<file path="src/rtl/fspa_pkg.sv">
// Shared types and constants of the fixed-slot pool allocator.
// Used by fspa_ctrl, fspa_dpath and fixed_slot_pool_allocator_unit; depends on nothing.
package fspa_pkg;

	localparam int unsigned DEF_POOL_CAPACITY = 64;
	localparam int unsigned ADDR_W            = 64;
	localparam int unsigned SIZE_W            = 16;
	localparam int unsigned COUNT_W           = 7;
	localparam int unsigned ROW_W             = 32;
	localparam int unsigned BIT_W             = 5;
	localparam int unsigned DIV_CNT_W         = 5;
	localparam int unsigned CFG_IDX_W         = 2;
	localparam int unsigned STATUS_W          = 2;

	localparam logic ACT_ALLOCATE = 1'b0;
	localparam logic ACT_RELEASE  = 1'b1;

	typedef enum logic [STATUS_W-1:0] {
		ST_OK           = 2'd0,
		ST_FULL         = 2'd1,
		ST_NOT_ACQUIRED = 2'd2,
		ST_BAD_ADDRESS  = 2'd3
	} status_t;

	typedef enum logic [CFG_IDX_W-1:0] {
		REG_POOL_BASE    = 2'd0,
		REG_SLOT_SIZE    = 2'd1,
		REG_SLOTS_IN_USE = 2'd2
	} cfg_reg_t;

	typedef struct packed {
		logic clr;
		logic load;
		logic rd;
		logic achk;
		logic mul;
		logic add;
		logic div_step;
		logic rchk;
		logic rupd;
		logic out_load;
	} dp_cmd_t;

	typedef struct packed {
		logic action;
		logic row_last;
		logic found;
		logic div_last;
		logic bad;
		logic out_free;
	} dp_stat_t;

endpackage

</file>
<file path="src/rtl/fspa_ctrl.sv">
// Controller state machine of the fixed-slot pool allocator.
// Depends on fspa_pkg; drives the commands of fspa_dpath.
module fspa_ctrl import fspa_pkg::*; (
	input  logic     clk,
	input  logic     arst_n,
	input  logic     in_valid,
	output logic     in_ready,
	input  dp_stat_t stat,
	output dp_cmd_t  cmd
);

	typedef enum logic [3:0] {
		S_CLEAR,
		S_IDLE,
		S_A_RD,
		S_A_CHK,
		S_A_MUL,
		S_A_ADD,
		S_DIV,
		S_R_CHK,
		S_R_UPD,
		S_FIN
	} state_t;

	state_t state_q;

	always_comb begin
		cmd      = '0;
		in_ready = 1'b0;
		case (state_q)
			S_CLEAR: cmd.clr = 1'b1;
			S_IDLE: begin
				in_ready = 1'b1;
				cmd.load = in_valid;
			end
			S_A_RD:  cmd.rd       = 1'b1;
			S_A_CHK: cmd.achk     = 1'b1;
			S_A_MUL: cmd.mul      = 1'b1;
			S_A_ADD: cmd.add      = 1'b1;
			S_DIV:   cmd.div_step = 1'b1;
			S_R_CHK: cmd.rchk     = 1'b1;
			S_R_UPD: cmd.rupd     = 1'b1;
			S_FIN:   cmd.out_load = stat.out_free;
			default: cmd = '0;
		endcase
	end

	always_ff @(posedge clk or negedge arst_n) begin
		if (!arst_n) begin
			state_q <= S_CLEAR;
		end else begin
			case (state_q)
				S_CLEAR: begin
					if (stat.row_last) state_q <= S_IDLE;
				end
				S_IDLE: begin
					if (in_valid) state_q <= (stat.action == ACT_RELEASE) ? S_DIV : S_A_RD;
				end
				S_A_RD: state_q <= S_A_CHK;
				S_A_CHK: begin
					if (stat.found) state_q <= S_A_MUL;
					else if (stat.row_last) state_q <= S_FIN;
					else state_q <= S_A_RD;
				end
				S_A_MUL: state_q <= S_A_ADD;
				S_A_ADD: state_q <= S_FIN;
				S_DIV: begin
					if (stat.div_last) state_q <= S_R_CHK;
				end
				S_R_CHK: state_q <= stat.bad ? S_FIN : S_R_UPD;
				S_R_UPD: state_q <= S_FIN;
				S_FIN: begin
					if (stat.out_free) state_q <= S_IDLE;
				end
				default: state_q <= S_IDLE;
			endcase
		end
	end

endmodule

</file>
<file path="src/rtl/fspa_dpath.sv">
// Datapath of the fixed-slot pool allocator: registers, usage-mark memory,
// first-free search, divider, address multiplier and output register. Depends on fspa_pkg.
module fspa_dpath import fspa_pkg::*; #(
	parameter int unsigned POOL_CAPACITY = DEF_POOL_CAPACITY
) (
	input  logic                 clk,
	input  logic                 arst_n,
	input  logic                 wr_en,
	input  logic [CFG_IDX_W-1:0] wr_index,
	input  logic [ADDR_W-1:0]    wr_data,
	input  logic                 in_action,
	input  logic [ADDR_W-1:0]    in_address,
	output logic [ADDR_W-1:0]    out_address,
	output status_t              out_status,
	output logic                 out_valid,
	input  logic                 out_ready,
	input  dp_cmd_t              cmd,
	output dp_stat_t             stat
);

	localparam int unsigned ROWS   = (POOL_CAPACITY + ROW_W - 1) / ROW_W;
	localparam int unsigned ROW_AW = (ROWS > 1) ? $clog2(ROWS) : 1;
	localparam int unsigned SIDX_W = ROW_AW + BIT_W;
	localparam int unsigned CAP_CW = $clog2(POOL_CAPACITY + 1);
	localparam int unsigned CNT_W  = (CAP_CW > COUNT_W) ? CAP_CW : COUNT_W;
	localparam int unsigned CMP_W  = ((SIDX_W > CNT_W) ? SIDX_W : CNT_W) + 1;
	localparam int unsigned PROD_W = SIDX_W + SIZE_W;

	logic [ADDR_W-1:0]  base_q;
	logic [SIZE_W-1:0]  size_q;
	logic [COUNT_W-1:0] count_q;

	logic [ROW_W-1:0]   marks_mem [ROWS];
	logic [ROW_W-1:0]   rd_data_q;
	logic [ROW_AW-1:0]  row_q;
	logic [SIDX_W-1:0]  idx_q;
	logic [PROD_W-1:0]  prod_q;
	logic [ADDR_W-1:0]  dvd_q;
	logic [SIZE_W-1:0]  rem_q;
	logic [DIV_CNT_W-1:0] div_cnt_q;
	logic [ADDR_W-1:0]  res_addr_q;
	status_t            res_status_q;
	logic [ADDR_W-1:0]  out_addr_q;
	status_t            out_status_q;
	logic               out_valid_q;

	logic [SIZE_W-1:0]  size_eff;
	logic [CNT_W-1:0]   cnt_eff;
	logic [ROW_W-1:0]   row_mask;
	logic [ROW_W-1:0]   free_bits;
	logic [ROW_W-1:0]   first_oh;
	logic [BIT_W-1:0]   first_pos;
	logic               found;
	logic               row_last;
	logic [SIZE_W:0]    r1;
	logic [SIZE_W:0]    r2;
	logic               q1;
	logic               q2;
	logic [ROW_AW-1:0]  quo_row;
	logic [BIT_W-1:0]   quo_bit;
	logic [ROW_W-1:0]   quo_oh;
	logic               bad;
	logic               hit;
	logic               mem_we;
	logic [ROW_AW-1:0]  mem_waddr;
	logic [ROW_W-1:0]   mem_wdata;
	logic               mem_re;
	logic [ROW_AW-1:0]  mem_raddr;

	assign size_eff = (size_q == '0) ? SIZE_W'(1) : size_q;
	assign cnt_eff  = (CNT_W'(count_q) > CNT_W'(POOL_CAPACITY)) ? CNT_W'(POOL_CAPACITY)
		: CNT_W'(count_q);
	assign row_last = (row_q == ROW_AW'(ROWS - 1));

	always_comb begin
		for (int b = 0; b < ROW_W; b++) begin
			row_mask[b] = CMP_W'({row_q, BIT_W'(b)}) < CMP_W'(cnt_eff);
		end
		free_bits = ~rd_data_q & row_mask;
		first_oh  = free_bits & (~free_bits + ROW_W'(1));
		first_pos = '0;
		for (int b = 0; b < ROW_W; b++) begin
			if (first_oh[b]) first_pos = first_pos | BIT_W'(b);
		end
		found = |free_bits;
	end

	always_comb begin
		r1 = {rem_q, dvd_q[ADDR_W-1]};
		q1 = (r1 >= {1'b0, size_eff});
		if (q1) r1 = r1 - {1'b0, size_eff};
		r2 = {r1[SIZE_W-1:0], dvd_q[ADDR_W-2]};
		q2 = (r2 >= {1'b0, size_eff});
		if (q2) r2 = r2 - {1'b0, size_eff};
	end

	assign quo_row = dvd_q[SIDX_W-1:BIT_W];
	assign quo_bit = dvd_q[BIT_W-1:0];
	assign quo_oh  = ROW_W'(1) << quo_bit;
	assign bad     = (rem_q != '0) || (dvd_q >= ADDR_W'(cnt_eff));
	assign hit     = rd_data_q[quo_bit];

	always_comb begin
		mem_we    = 1'b0;
		mem_waddr = row_q;
		mem_wdata = '0;
		if (cmd.clr) begin
			mem_we = 1'b1;
		end else if (cmd.achk && found) begin
			mem_we    = 1'b1;
			mem_wdata = rd_data_q | first_oh;
		end else if (cmd.rupd && hit) begin
			mem_we    = 1'b1;
			mem_waddr = quo_row;
			mem_wdata = rd_data_q & ~quo_oh;
		end
		mem_re    = cmd.rd || (cmd.rchk && !bad);
		mem_raddr = cmd.rchk ? quo_row : row_q;
	end

	always_ff @(posedge clk) begin
		if (mem_we) marks_mem[mem_waddr] <= mem_wdata;
		if (mem_re) rd_data_q <= marks_mem[mem_raddr];
	end

	always_ff @(posedge clk or negedge arst_n) begin
		if (!arst_n) begin
			base_q      <= '0;
			size_q      <= SIZE_W'(1);
			count_q     <= COUNT_W'(64);
			row_q       <= '0;
			div_cnt_q   <= '0;
			out_valid_q <= 1'b0;
		end else begin
			if (wr_en) begin
				case (cfg_reg_t'(wr_index))
					REG_POOL_BASE:    base_q  <= wr_data;
					REG_SLOT_SIZE:    size_q  <= wr_data[SIZE_W-1:0];
					REG_SLOTS_IN_USE: count_q <= wr_data[COUNT_W-1:0];
					default: ;
				endcase
			end
			if (cmd.load) begin
				row_q     <= '0;
				div_cnt_q <= '0;
			end else if (cmd.clr) begin
				row_q <= row_last ? '0 : row_q + ROW_AW'(1);
			end else if (cmd.achk && !found && !row_last) begin
				row_q <= row_q + ROW_AW'(1);
			end
			if (cmd.div_step) div_cnt_q <= div_cnt_q + DIV_CNT_W'(1);
			if (cmd.out_load) out_valid_q <= 1'b1;
			else if (out_ready) out_valid_q <= 1'b0;
		end
	end

	always_ff @(posedge clk) begin
		if (cmd.load) begin
			dvd_q <= in_address - base_q;
			rem_q <= '0;
		end else if (cmd.div_step) begin
			dvd_q <= {dvd_q[ADDR_W-3:0], q1, q2};
			rem_q <= r2[SIZE_W-1:0];
		end
		if (cmd.achk && found) idx_q <= {row_q, first_pos};
		if (cmd.mul) prod_q <= PROD_W'(idx_q) * PROD_W'(size_eff);
		if (cmd.add) begin
			res_addr_q   <= base_q + ADDR_W'(prod_q);
			res_status_q <= ST_OK;
		end else if (cmd.achk && !found && row_last) begin
			res_addr_q   <= '0;
			res_status_q <= ST_FULL;
		end else if (cmd.rchk && bad) begin
			res_addr_q   <= '0;
			res_status_q <= ST_BAD_ADDRESS;
		end else if (cmd.rupd) begin
			res_addr_q   <= '0;
			res_status_q <= hit ? ST_OK : ST_NOT_ACQUIRED;
		end
		if (cmd.out_load) begin
			out_addr_q   <= res_addr_q;
			out_status_q <= res_status_q;
		end
	end

	assign out_address   = out_addr_q;
	assign out_status    = out_status_q;
	assign out_valid     = out_valid_q;

	assign stat.action   = in_action;
	assign stat.row_last = row_last;
	assign stat.found    = found;
	assign stat.div_last = (div_cnt_q == '1);
	assign stat.bad      = bad;
	assign stat.out_free = !out_valid_q || out_ready;

endmodule

</file>
<file path="src/rtl/fixed_slot_pool_allocator_unit.sv">
// Top level of the fixed-slot pool allocator.
// Depends on fspa_pkg, fspa_ctrl and fspa_dpath.
//
// Channel   Direction  Handshake                   Payload
// s_axis    in         s_axis_tvalid/tready        tdata release_address, tuser action
// m_axis    out        m_axis_tvalid/tready        tdata slot_address, tuser status
// config    in         wr_en                       wr_index, wr_data
//
// One item is in work at a time. A release passes through the divider, which resolves two
// quotient bits a cycle, then a check of the address and the update of its usage mark. An allocate
// reads and checks rows of 32 usage marks in turn, then multiplies and adds if a free mark is found.
// After reset a clearing pass over all ceil(POOL_CAPACITY / 32) rows of usage marks runs before the
// first item is taken. A finished item waits in the output register, and the
// next item may be accepted meanwhile.
module fixed_slot_pool_allocator_unit import fspa_pkg::*; #(
	parameter int unsigned POOL_CAPACITY = DEF_POOL_CAPACITY
) (
	input  logic                 clk,
	input  logic                 arst_n,
	input  logic                 wr_en,
	input  logic [CFG_IDX_W-1:0] wr_index,
	input  logic [ADDR_W-1:0]    wr_data,
	input  logic                 s_axis_tvalid,
	output logic                 s_axis_tready,
	input  logic [ADDR_W-1:0]    s_axis_tdata,   // [63:0] release_address
	input  logic                 s_axis_tuser,   // [0] action
	output logic                 m_axis_tvalid,
	input  logic                 m_axis_tready,
	output logic [ADDR_W-1:0]    m_axis_tdata,   // [63:0] slot_address
	output logic [STATUS_W-1:0]  m_axis_tuser    // [1:0] status
);

	dp_cmd_t  cmd;
	dp_stat_t stat;
	status_t  out_status;

	fspa_ctrl u_ctrl (
		.clk      (clk),
		.arst_n   (arst_n),
		.in_valid (s_axis_tvalid),
		.in_ready (s_axis_tready),
		.stat     (stat),
		.cmd      (cmd)
	);

	fspa_dpath #(
		.POOL_CAPACITY (POOL_CAPACITY)
	) u_dpath (
		.clk         (clk),
		.arst_n      (arst_n),
		.wr_en       (wr_en),
		.wr_index    (wr_index),
		.wr_data     (wr_data),
		.in_action   (s_axis_tuser),
		.in_address  (s_axis_tdata),
		.out_address (m_axis_tdata),
		.out_status  (out_status),
		.out_valid   (m_axis_tvalid),
		.out_ready   (m_axis_tready),
		.cmd         (cmd),
		.stat        (stat)
	);

	assign m_axis_tuser = out_status;

	a_one_item: assert property (@(posedge clk) disable iff (!arst_n)
		s_axis_tvalid && s_axis_tready |=> !s_axis_tready)
		else $error("item accepted while another is in work");

	a_cmd_onehot: assert property (@(posedge clk) disable iff (!arst_n)
		$onehot0(cmd))
		else $error("more than one datapath command at once");

	a_load_free: assert property (@(posedge clk) disable iff (!arst_n)
		cmd.out_load |-> (!m_axis_tvalid || m_axis_tready))
		else $error("output register overwritten before it was taken");

	a_fail_zero: assert property (@(posedge clk) disable iff (!arst_n)
		m_axis_tvalid && (m_axis_tuser != ST_OK) |-> (m_axis_tdata == '0))
		else $error("failed item carries a nonzero address");

endmodule

</file>
<file path="config.mk">
export PLATFORM = sky130hd
export DESIGN_NAME = fixed_slot_pool_allocator_unit
export DESIGN_NICKNAME = d
export VERILOG_FILES = /design/src/rtl/fspa_pkg.sv /design/src/rtl/fspa_ctrl.sv /design/src/rtl/fspa_dpath.sv /design/src/rtl/fixed_slot_pool_allocator_unit.sv
export SDC_FILE = /design/constraint.sdc
export NUM_CORES = 1
export LEC_CHECK = 0
export BUFFER_PORTS_ARGS = -buffer_cell sky130_fd_sc_hd__buf_2
export CAP_MARGIN = 5
export CORE_ASPECT_RATIO = 0.8
export CORE_MARGIN = 1.5
export CORE_UTILIZATION = 45
export DETAILED_ROUTE_END_ITERATION = 10
export PLACE_DENSITY = 0.67
export SYNTH_ARGS = -nofsm -noshare
export SYNTH_HDL_FRONTEND = slang
export SYNTH_SLANG_ARGS = --single-unit
</file>
<file path="constraint.sdc">
create_clock -name clk -period 11.8 [get_ports clk]
set_clock_uncertainty 0.1 [all_clocks]
set_input_delay 2.36 -clock clk [delete_from_list [all_inputs] [get_ports clk]]
set_output_delay 2.36 -clock clk [all_outputs]
set_load 0.005 [all_outputs]
</file>
# ---- Word-level counts from Yosys, hierarchy flattened
# Memory sizes are Yosys's and may differ from the RTL's. A register that Yosys moved wholly into a read port is not among the register bits.
# Cells that the tools add are included.
dict set report word_totals {
  reg_bits 338
  ram_bits 64
  output_inout_bits 68
  memories 1
}
# name words word_bits read_ports rd_clocked_by_memory_dff wr line_no
set mem_list {}
lappend mem_list {u_dpath.marks_mem 2 32 1 1 1 fspa_dpath.sv:33} ;# logic [ROW_W-1:0] marks_mem [ROWS];
dict set report classes {
  addsub 7
  multipliers 1
  n_lt_le_gt_ge 37
  eq_ne 19
  n_shift 1
  muxes 91
  bitwise_logic 7
  n_reduce_logical 32
}
# cell count
set ops {}
lappend ops {{2-to-1 mux 64 bit} 8}
lappend ops {{less-than comparator 6 x 7 -> 1 bit} 32}
lappend ops {{2-to-1 mux 16 bit} 7}
lappend ops {{AND 32 bit} 3}
lappend ops {{2-to-1 mux 32 bit} 3}
lappend ops {{inverter 32 bit} 3}
lappend ops {{adder 64 x 22 -> 64 bit} 1}
lappend ops {{greater-or-equal comparator 64 x 7 -> 1 bit} 1}
lappend ops {{subtractor 64 bit} 1}
lappend ops {{2-to-1 mux 4 bit} 14}
lappend ops {{case mux 4 bit (9 select lines)} 1}
lappend ops {{greater-or-equal comparator 17 x 16 -> 1 bit} 2}
lappend ops {{adder 32 x 1 -> 32 bit (second input constant)} 1}
lappend ops {{2-to-1 mux 1 bit} 32}
lappend ops {{bitwise OR 32 bit} 1}
lappend ops {{OR reduction 32 bit} 1}
lappend ops {{left shift 1 x 5 -> 32 bit (first input constant)} 1}
lappend ops {{subtractor 16 bit} 2}
lappend ops {{2-to-1 mux 3 bit} 9}
lappend ops {{multiplier 6 x 16 -> 22 bit} 1}
lappend ops {{2-to-1 mux 2 bit} 11}
lappend ops {{2-to-1 mux 7 bit} 3}
lappend ops {{equality test 4 x 3 -> 1 bit (second input constant)} 4}
lappend ops {{logical NOT 16 bit} 1}
lappend ops {{29 further kinds} 52}

# ---- Depth between registers and ports, before layout
# Gate-level depths: netlist (run 1).
dict set report logic_depth {
  word_depth 33
  depth_mapped 25
  mapped_depth_nobuf 23
}

# ---- Modules after synthesis
# From an unflattened synthesis (run 1), not the netlist that was laid out.
dict set report unflattened {
  cells_unflattened 2757
  area_unflattened_um2 27994.3
}
# module n_inst cells_per_inst area_per_inst_um2
set modules_own_cells {}
lappend modules_own_cells {fspa_dpath 1 2707 27590.2}
lappend modules_own_cells {fspa_ctrl 1 50 404.1}

# ---- Worst setup path before layout (run 1)
# No wires, ideal clock.
dict set report synth_path {
  kind {input to register}
  from {input port m_axis_tready}
  to {register u_dpath.out_addr_q[0] (netlist: u_dpath.out_address[0]), enable pin}
  setup_ns 0.571
  arrival_ns 6.882
  slack_ns 4.246
  cell_stages 2
  path_buffers 0
  path_cell_list {nor2b_1 nor3_1}
}
# element line_no
set synth_rtl {}
lappend synth_rtl {{start, declared} fixed_slot_pool_allocator_unit.sv:28} ;# input logic m_axis_tready,
lappend synth_rtl {{end signal, assigned} fspa_dpath.sv:181} ;# out_addr_q <= res_addr_q;
lappend synth_rtl {{end, declared} fspa_dpath.sv:43} ;# logic [ADDR_W-1:0] out_addr_q;

# ---- Worst setup path after layout (run 1)
dict set report layout_path {
  from {register u_dpath.size_q[4]}
  to {register u_dpath.rem_q[14]}
}
dict set report layout_between {
  elab_chain_cells 8
  elab_cells_between_ends 10
  cone_classes {add/sub (2); order compare (2); mux (5); reduce/logical (1)}
}
# element line_no
set layout_rtl {}
lappend layout_rtl {{start, declared} fspa_dpath.sv:30} ;# logic [SIZE_W-1:0] size_q;
lappend layout_rtl {{start signal, assigned} fspa_dpath.sv:138} ;# REG_SLOT_SIZE: size_q <= wr_data[SIZE_W-1:0];
lappend layout_rtl {{logical NOT 16 bit} fspa_dpath.sv:70} ;# assign size_eff = (size_q == '0) ? SIZE_W'(1) : size_q;
lappend layout_rtl {{2-to-1 mux 16 bit (*)} fspa_dpath.sv:70}
lappend layout_rtl {{subtractor 16 bit or greater-or-equal comparator 17 x 16 -> 1 bit (tied branches)} {fspa_dpath.sv:91, fspa_dpath.sv:90}}
lappend layout_rtl {{2-to-1 mux 16 bit} fspa_dpath.sv:91} ;# if (q1) r1 = r1 - {1'b0, size_eff};
lappend layout_rtl {{subtractor 16 bit or greater-or-equal comparator 17 x 16 -> 1 bit (tied branches)} {fspa_dpath.sv:94, fspa_dpath.sv:93}}
lappend layout_rtl {{2-to-1 mux 16 bit (*)} fspa_dpath.sv:94} ;# if (q2) r2 = r2 - {1'b0, size_eff};
lappend layout_rtl {{2-to-1 mux 16 bit (*)} fspa_dpath.sv:161} ;# end else if (cmd.div_step) begin
lappend layout_rtl {{2-to-1 mux 16 bit (*)} fspa_dpath.sv:158} ;# if (cmd.load) begin
lappend layout_rtl {{end signal, assigned} fspa_dpath.sv:163} ;# rem_q <= r2[SIZE_W-1:0];
lappend layout_rtl {{end, declared} fspa_dpath.sv:39} ;# logic [SIZE_W-1:0] rem_q;
# Mark *: on every way between the ends. The rest lies on a longest branch, timed or not. The select of a mux whose other input is x is not followed.
# A chain may end at the register's enable or synchronous reset.

==> summary.md, run 1 <==
| Metric | Value |
|---|---|
| Signed area change from the synthesized netlist to the final layout | 11.06% |
| Kind of critical path | reg2reg |
| Total count of hold-check failures in the final report | 0 |
| Setup slack after layout | roughly 4800 ps |
| Post-Syn Area | 28710 um^2 |
| Most used cells in the layout excluding fill and tap cells | sky130_fd_sc_hd__nand2_1, sky130_fd_sc_hd__edfxtp_1, sky130_fd_sc_hd__o21ai_0 |
| Total power | around 7.8 mW |
| Maximum level of the CTS H-tree | 2 |
| HP Start | u_dpath.res_addr_q[47] |
| Avg Cell Area, Syn | 9.759 um^2 |
| Placer congestion estimate | around 0.95 |
| Via count of the routed design | between 20000 and 25000 |
| Remaining DRCs | 0 |
| Part of the total power dissipated in the clock network | 0.182 |
| Number of flops mapped to enable cells by yosys | approximately 320 |
| TritonCTS clock tree | done |
| Post-Route Utilization | 0.5070 |
| Count of maximum capacitance violations | 0 |
| FF-to-FF Start | u_dpath.size_q[4] |
| Vias in the first global route | about 23000 |
| Crit path DAT | ~7400 ps |
| Pre-CTS worst setup slack | ~4900 ps |
| Critical Path Fanout Max | 18 |
| Slew Limit Fails | 0 |
| Share of the cycle needed by the critical path after routing | 0.5925 |
| Number of clock sinks | 434 |
| Peak clock frequency supported by timing | 143.0 MHz |
| Count of distinct cell types in the synthesized netlist | 96 |
| Total clock buffers created by CTS | 47 |
| Number of rows in the core area | ~80 |
| Share of power burned in registers | 0.330 |
| Buffers inserted during post-CTS setup optimization | 0 |
| Portion of netlist area occupied by mux cells | 0.04545 |
| Slew headroom | 0.2307 |
| Die H | about 230 um |
| Post-Route WL | approximately 86 mm |
| CTS resizes | 0 |
| Synthesized instance count | approximately 2900 |
| Fraction of the yosys area taken by sequential cells | 0.4307 |
| Required time worst endpoint | approximately 12000 ps |
| Final total negative setup slack | 0 ps |
| Xor and xnor area share after synthesis | 0.03203 |
| Worst-path clk slew | ~60 ps |
| Synth Net Count | around 3300 |
| Register area | approximately 12000 um^2 |
| Antenna diodes | 0 |
| Global routing usage summed across all routing layers | 0.2608 |
| Clock period minus final worst setup slack | 6992 ps |
| Net switching component of the power | 3.260 mW |
| Class of the most critical hold timing path | reg2reg |
| DR vias/cell | about 6.0 |
| Routed Antenna Nets | 0 |
| Asr flop ratio synth | 0.2258 |
| I/O pin total | about 200 |
| Number of iterations in the first detailed-routing pass | 7 |
| Number of nets in the layout | roughly 3400 |
| Outcome | completed |
| WL per Instance | about 22 um |
| First DRT Iteration DRCs | between 2000 and 2500 |
| Final-report setup violation count | 0 |
| CP Launch Point | u_dpath.size_q[4] |
| Maximum number of pins on one net before global-route repair | 84 |
| Clock latency on the worst-skew pair | 610 ps |
| Wire length of the first global-routing pass | 134.1 mm |
| Sum of net half-perimeters after detailed placement | ~65 mm |
| Startpoint types | flip-flop |
| Synth Area in Compound Gates | 0.1717 |
| Most common library cell in the layout ignoring fill and taps | sky130_fd_sc_hd__nand2_1 |
| Area of the core | about 63000 um^2 |
| Initial cell density of the core | 0.4565 |
| Clock tree root driver cell | sky130_fd_sc_hd__clkbuf_16 |
| Width of the die | 285.4 um |
| Combinational group share of total power | 0.488 |
| Maximum root-to-sink buffer count | 3 |
| Number of port buffers | about 200 |
| Slew at the pin closest to its max-slew limit | approximately 1200 ps |
| Unrepaired setup endpoints after global routing | false |
| Hold buffer count at CTS | 0 |
| Multi-input combinational cell area | about 15000 um^2 |
| Total Die Area | between 60000 and 70000 um^2 |
| Filler cell count | about 5800 |
| Power per unit of standard cell area | between 200 and 250 nW/um^2 |
| Synthesis-stage register bit count | ~430 |
| Dominant combinational cell family by area after synthesis | compound AO/OA/AOI/OAI gates |
| Static Leak | about 13 nW |
| IR Drop Worst-Case VDD | about 150 uV |
| Net switching fraction of the power | 0.4197 |
| Yosys warning count | 0 |
| Ratio of cells with drive above 1 in the final layout | 0.1367 |
| Internal power component | ~4.5 mW |
| Basic-gate share of the synthesized area counting and, or, nand and nor cells | 0.1650 |
| Post-Synth Adder-Cell Area | 0.1114 |
| Overflow after GRT | 0 |
| Top FF cell, synth | sky130_fd_sc_hd__edfxtp_1 |
| Capturing element type of the critical path | flip-flop |
| Antenna violations before repair | 0 |
-- through the flow --
step | cells | cell area, um^2 | hold slack [ps]
2_1_floorplan | 2942 | 28710 | 300.3
5_1_grt | 3957 | 31890 | 298.9
4_1_cts | 3957 | 31890 | 313.2
3_5_place_dp | 3871 | 30450 | 304.5
6_report | 3957 | 31890 | 311.7
3_3_place_gp | 3871 | 30450 | 300.9
-- power groups by stage --
stage                     clock network [mW]  registers [mW]  logic (mW)
after detailed placement                   0            2.58        3.72
final                                   1.42            2.56        3.79
after CTS                               1.45            2.56        3.76
after floorplan                            0            2.43        2.82
after global placement                     0            2.57        3.68
after global routing                    1.51            2.61        4.19
-- cell usage after synthesis, types with 63 or more instances --
library cell / number / area (um^2)
sky130_fd_sc_hd__inv_1: 186 / 698.2
sky130_fd_sc_hd__nor3_1: 67 / 335.3
sky130_fd_sc_hd__nor2_1: 171 / 641.9
sky130_fd_sc_hd__edfxtp_1: 318 / 9549
sky130_fd_sc_hd__nand3_1: 79 / 395.4
sky130_fd_sc_hd__clkbuf_1: 115 / 431.7
sky130_fd_sc_hd__o21ai_0: 241 / 1206
sky130_fd_sc_hd__nand2_1: 356 / 1336
sky130_fd_sc_hd__dfrtp_1: 96 / 2402
sky130_fd_sc_hd__mux2_2: 63 / 709.4
sky130_fd_sc_hd__xnor2_1: 68 / 595.6
sky130_fd_sc_hd__a21oi_1: 202 / 1011
sky130_fd_sc_hd__ha_1: 158 / 1977
-- path summary, 6_finish.rpt --
path                                           endpoint  slack, ps  cells past startpoint
max in group asynchronous            u_dpath.count_q[4]       8620                      2
worst min register to register  u_dpath.out_address[47]        310                      0
worst min-delay path            u_dpath.out_address[47]        310                      0
worst max-delay path                  u_dpath.rem_q[14]       4810                     21
min in group asynchronous            u_dpath.base_q[37]       1680                      1
worst max register to register        u_dpath.rem_q[14]       4810                     21
-- kinds of logic (layout without fill, tap and decap cells) --
kind of cell | count (synthesis) | after routing
AND/OR/NAND/NOR | 967 | 967
XOR/XNOR | 105 | 105
buffers and inverters | 323 | 498
AO/OA/AOI/OAI | 784 | 784
multiplexers | 110 | 110
adder cells (fa/ha/maj) | 219 | 219
flip-flops | 434 | 434
-- layout make-up --
| cell class | instances | share of cell area |
|---|---|---|
| Clock buffer | 55 | 0.03849 |
| Multi-Input combinational cell | 2185 | 0.4753 |
| Sequential cell | 434 | 0.3878 |
| Inverter | 188 | 0.02213 |
| Timing Repair Buffer | 224 | 0.03689 |
| Tap cell | 840 | 0.03296 |
| Clock inverter | 31 | 0.006435 |
-- routing by layer --
metal | up-vias | track usage | part of all wire
met2 | 856 | 0.3974 | 0.44
met4 | 0 | 0.06399 | 0.021
li1 | 11023 | - | -
met5 | - | 0 | 0
met3 | 128 | 0.03533 | 0.063
met1 | 11591 | 0.3904 | 0.47
-- critical path, stage by stage, from the launching register on --
cell and delay [ps]:
sky130_fd_sc_hd__dfrtp_1 480, sky130_fd_sc_hd__nor4_1 410, sky130_fd_sc_hd__a41oi_1 340, sky130_fd_sc_hd__inv_1 230
sky130_fd_sc_hd__ha_1 210, sky130_fd_sc_hd__nor2b_1 70, sky130_fd_sc_hd__o31ai_1 450, sky130_fd_sc_hd__a21oi_1 210
sky130_fd_sc_hd__o21ba_1 250, sky130_fd_sc_hd__o2111ai_2 580, sky130_fd_sc_hd__and2_1 460, sky130_fd_sc_hd__o21ai_0 210
sky130_fd_sc_hd__ha_1 390, sky130_fd_sc_hd__or2_2 300, sky130_fd_sc_hd__a21oi_1 140, sky130_fd_sc_hd__a31oi_1 70
sky130_fd_sc_hd__a41oi_1 400, sky130_fd_sc_hd__a211o_1 210, sky130_fd_sc_hd__a21o_1 120, sky130_fd_sc_hd__or3b_1 770
sky130_fd_sc_hd__nor3_1 380, sky130_fd_sc_hd__nor3_2 80
-- sequential cells by signal (all words and copies together), names as in the netlist, 16 cells and up --
name / cells
u_dpath.prod_q: 22
u_dpath.out_address: 64
u_dpath.rd_data_q: 32
u_dpath.rem_q: 16
u_dpath.dvd_q: 64
u_dpath.size_q: 16
u_dpath.res_addr_q: 64
u_dpath.base_q: 64
u_dpath.marks_mem: 64
(Power assumes the default switching activity.)
==> run 2: changes to the inputs <==
--- a/config.mk
+++ b/config.mk
@@ -11,7 +11,7 @@
 export CORE_MARGIN = 1.5
 export CORE_UTILIZATION = 45
 export DETAILED_ROUTE_END_ITERATION = 10
-export PLACE_DENSITY = 0.67
+export PLACE_DENSITY = 0.7
 export SYNTH_ARGS = -nofsm -noshare
 export SYNTH_HDL_FRONTEND = slang
 export SYNTH_SLANG_ARGS = --single-unit
==> constraint.sdc (replaced) <==
create_clock -name clk -period 6.15 [get_ports clk]
set_clock_uncertainty 0.1 [all_clocks]
set_input_delay 1.23 -clock clk [delete_from_list [all_inputs] [get_ports clk]]
set_output_delay 1.23 -clock clk [all_outputs]
set_load 0.005 [all_outputs]
==> run 2 against run 1 <==
Sequential power rose by 91%. Via count is 0.61% lower. Combinational power grew 96%. Critical path type unchanged. Critical endpoint is now u_dpath.prod_q[20]. Largest cell class unchanged.
==> summary.md, run 2 (synthesis results as in run 1) <==
| Metric | Value |
|---|---|
| Routed Antenna Nets | 0 (unchanged) |
| Maximum number of pins on one net before global-route repair | 127 (+51%) |
| Buffers and inverters on the worst path | 3 (+2) |
| Number of rows in the core area | 82 (unchanged) |
| Net switching component of the power | 6.209 mW (+90%) |
| Total power | 15.06 mW (+94%) |
| Total Die Area | 65330 um^2 (unchanged) |
| Net switching fraction of the power | 0.4124 (-0.007255) |
| Master of the slowest instance on the critical path | sky130_fd_sc_hd__fa_1 |
| Remaining DRCs | 0 (unchanged) |
| Global routing usage summed across all routing layers | 0.2491 (-0.01169) |
| Number of iterations in the first detailed-routing pass | 6 (-1) |
| Class of the most critical hold timing path | reg2reg |
| Crit path max-delay family | adder cells |
| # placed instances | 3889 (+0.46%) |
| Internal power component | 8.846 mW (+96%) |
| Die H | 228.9 um (unchanged) |
| Power per unit of standard cell area | 468.6 nW/um^2 (+92%) |
| First DRT Iteration DRCs | 2198 (+3.4%) |
| Slew at the pin closest to its max-slew limit | 1149 ps (-5.128 ps) |
| Final-report setup violation count | 0 (unchanged) |
| Peak clock frequency supported by timing | 172.3 MHz (+20%) |
| Slew Limit Fails | 0 (unchanged) |
| Placer congestion estimate | 0.9798 (+2.8%) |
| Capturing element type of the critical path | flip-flop |
| Static Leak | 13.03 nW (+0.91%) |
| Delay contributed by the slowest stage of the critical path | 560 ps (-210 ps) |
| Setup slack after layout | 345.8 ps (-4462 ps) |
| Number of nets in the layout | 3452 (+0.49%) |
| Slew headroom | 0.2270 (-0.003644) |
| Clock tree root driver cell | sky130_fd_sc_hd__clkbuf_16 |
| I/O pin total | 204 (unchanged) |
| Antenna violations before repair | 3 (+3) |
| Initial cell density of the core | 0.4565 (unchanged) |
| Startpoint types | flip-flop |
| Via count of the routed design | 23454 (-0.61%) |
| Post-Route WL | 82.32 mm (-4.4%) |
| Count of maximum capacitance violations | 0 (unchanged) |
| Pre-CTS worst setup slack | 313.9 ps (-4606 ps) |
| Number of port buffers | 203 (unchanged) |
| Total count of hold-check failures in the final report | 0 (unchanged) |
| Worst-path clk slew | 60 ps (about the same) |
| Signed area change from the synthesized netlist to the final layout | 11.92% |
| TritonCTS clock tree | done |
| Vias in the first global route | 22080 (-5.3%) |
| CTS resizes | 0 (unchanged) |
| Post-Route Utilization | 0.5109 (+0.003919) |
| Critical Path Fanout Max | 9 (-9) |
| Sum of net half-perimeters after detailed placement | 61.51 mm (-5.6%) |
| WL per Instance | 20.70 um (-4.8%) |
| Ratio of cells with drive above 1 in the final layout | 0.1407 (+0.004000) |
| IR Drop Worst-Case VDD | 243.1 uV (+59%) |
| Combinational group share of total power | 0.492 (+0.004) |
| Buffers inserted during post-CTS setup optimization | 0 (unchanged) |
| Most numerous cell on the critical path | sky130_fd_sc_hd__fa_1 |
| Overflow after GRT | 0 (unchanged) |
| Share of the cycle needed by the critical path after routing | 0.9438 (+0.3512) |
| Clock latency on the worst-skew pair | 600 ps (about the same) |
| Maximum root-to-sink buffer count | 3 (unchanged) |
| Wire length of the first global-routing pass | 128.1 mm (-4.5%) |
| Hold buffer count at CTS | 0 (unchanged) |
| Kind of critical path | reg2reg |
| Most used cells in the layout excluding fill and tap cells | sky130_fd_sc_hd__nand2_1, sky130_fd_sc_hd__edfxtp_1, sky130_fd_sc_hd__o21ai_0 |
| Area of the core | 62890 um^2 (unchanged) |
| Number of clock sinks | 434 (unchanged) |
| Required time worst endpoint | 6370 ps (-5800 ps) |
| Clock period minus final worst setup slack | 5804 ps (-1188 ps) |
| Post-layout instance count excluding filler cells | 3976 (+0.48%) |
| Crit path DAT | 6030 ps (-1340 ps) |
| Share of power burned in registers | 0.324 (-0.006) |
| Maximum level of the CTS H-tree | 2 (unchanged) |
| Width of the die | 285.4 um (unchanged) |
| Total clock buffers created by CTS | 46 (-2.1%) |
| DR vias/cell | 5.899 (-1.1%) |
| Final total negative setup slack | 0 ps (unchanged) |
| Most common library cell in the layout ignoring fill and taps | sky130_fd_sc_hd__nand2_1 |
| Part of the total power dissipated in the clock network | 0.184 (+0.002) |
| CP cell instances | nor4_1, a41oi_2, inv_1, nand2_1, fa_1, fa_1, fa_1, inv_1, ha_1, a21oi_1, o21bai_1, a31o_2, a2111oi_1, buf_4, o31ai_1, o21ai_0, a21boi_0, xor2_1 |
| Outcome | completed |
[run 2: cell types whose count changed in the layout (fill, tap and decap cells not counted), sizes merged]
cell      delta
buf         +18
clkinvlp     -3
clkbuf       +8
inv          +1
diode        +1
clkinv       -8
bufinv       +2
[run 2: worst paths after layout]
path	from	endpoint	slack [ps]	depth (start not counted)
min in group asynchronous	arst_n	u_dpath.base_q[33]	410	1
max in group asynchronous	arst_n	u_dpath.base_q[5]	4590	2
max reg2reg	u_dpath.size_q[10]	u_dpath.prod_q[20]	350	18
min reg2reg	u_dpath.res_addr_q[14]	u_dpath.out_address[14]	300	0
max	u_dpath.size_q[10]	u_dpath.prod_q[20]	350	18
min	u_dpath.res_addr_q[14]	u_dpath.out_address[14]	300	0
[run 2: metal layers]
layer  up-vias  track usage  wire length (um)
met1     11219       0.3728             37910
met3       125      0.05659              7834
met5         -            0                22
met2      1031       0.3613             34560
met4         4      0.06382              1988
li1      11075            -                 -
[run 2: cell type report]
type | count | area, um^2
fillers | 5775 | 30760
clock buffers | 63 | 1266
diodes | 1 | 2.502
clock inverters | 23 | 211.5
multi-input cells | 2185 | 15180
flip-flops and latches | 434 | 12360
well taps | 840 | 1051
inverters | 188 | 705.7
repair buffers | 242 | 1349
[run 2: power groups by stage]
| stage | registers (mW) | logic (mW) | clock network (mW) |
|---|---|---|---|
| final | 4.88 | 7.41 | 2.77 |
| after global routing | 4.96 | 8.19 | 2.94 |
| after CTS | 4.86 | 7.34 | 2.83 |
| after detailed placement | 4.91 | 7.26 | 0 |
| after global placement | 4.89 | 7.19 | 0 |
| after floorplan | 4.65 | 5.42 | 0 |
[run 2: stage by stage]
stage	hold WS, ps	cell area, um^2
after floorplan	300.3	28720
after global placement	300.7	30630
after detailed placement	304.5	30630
after CTS	306.0	32110
after global routing	317.3	32130
final	303.6	32130
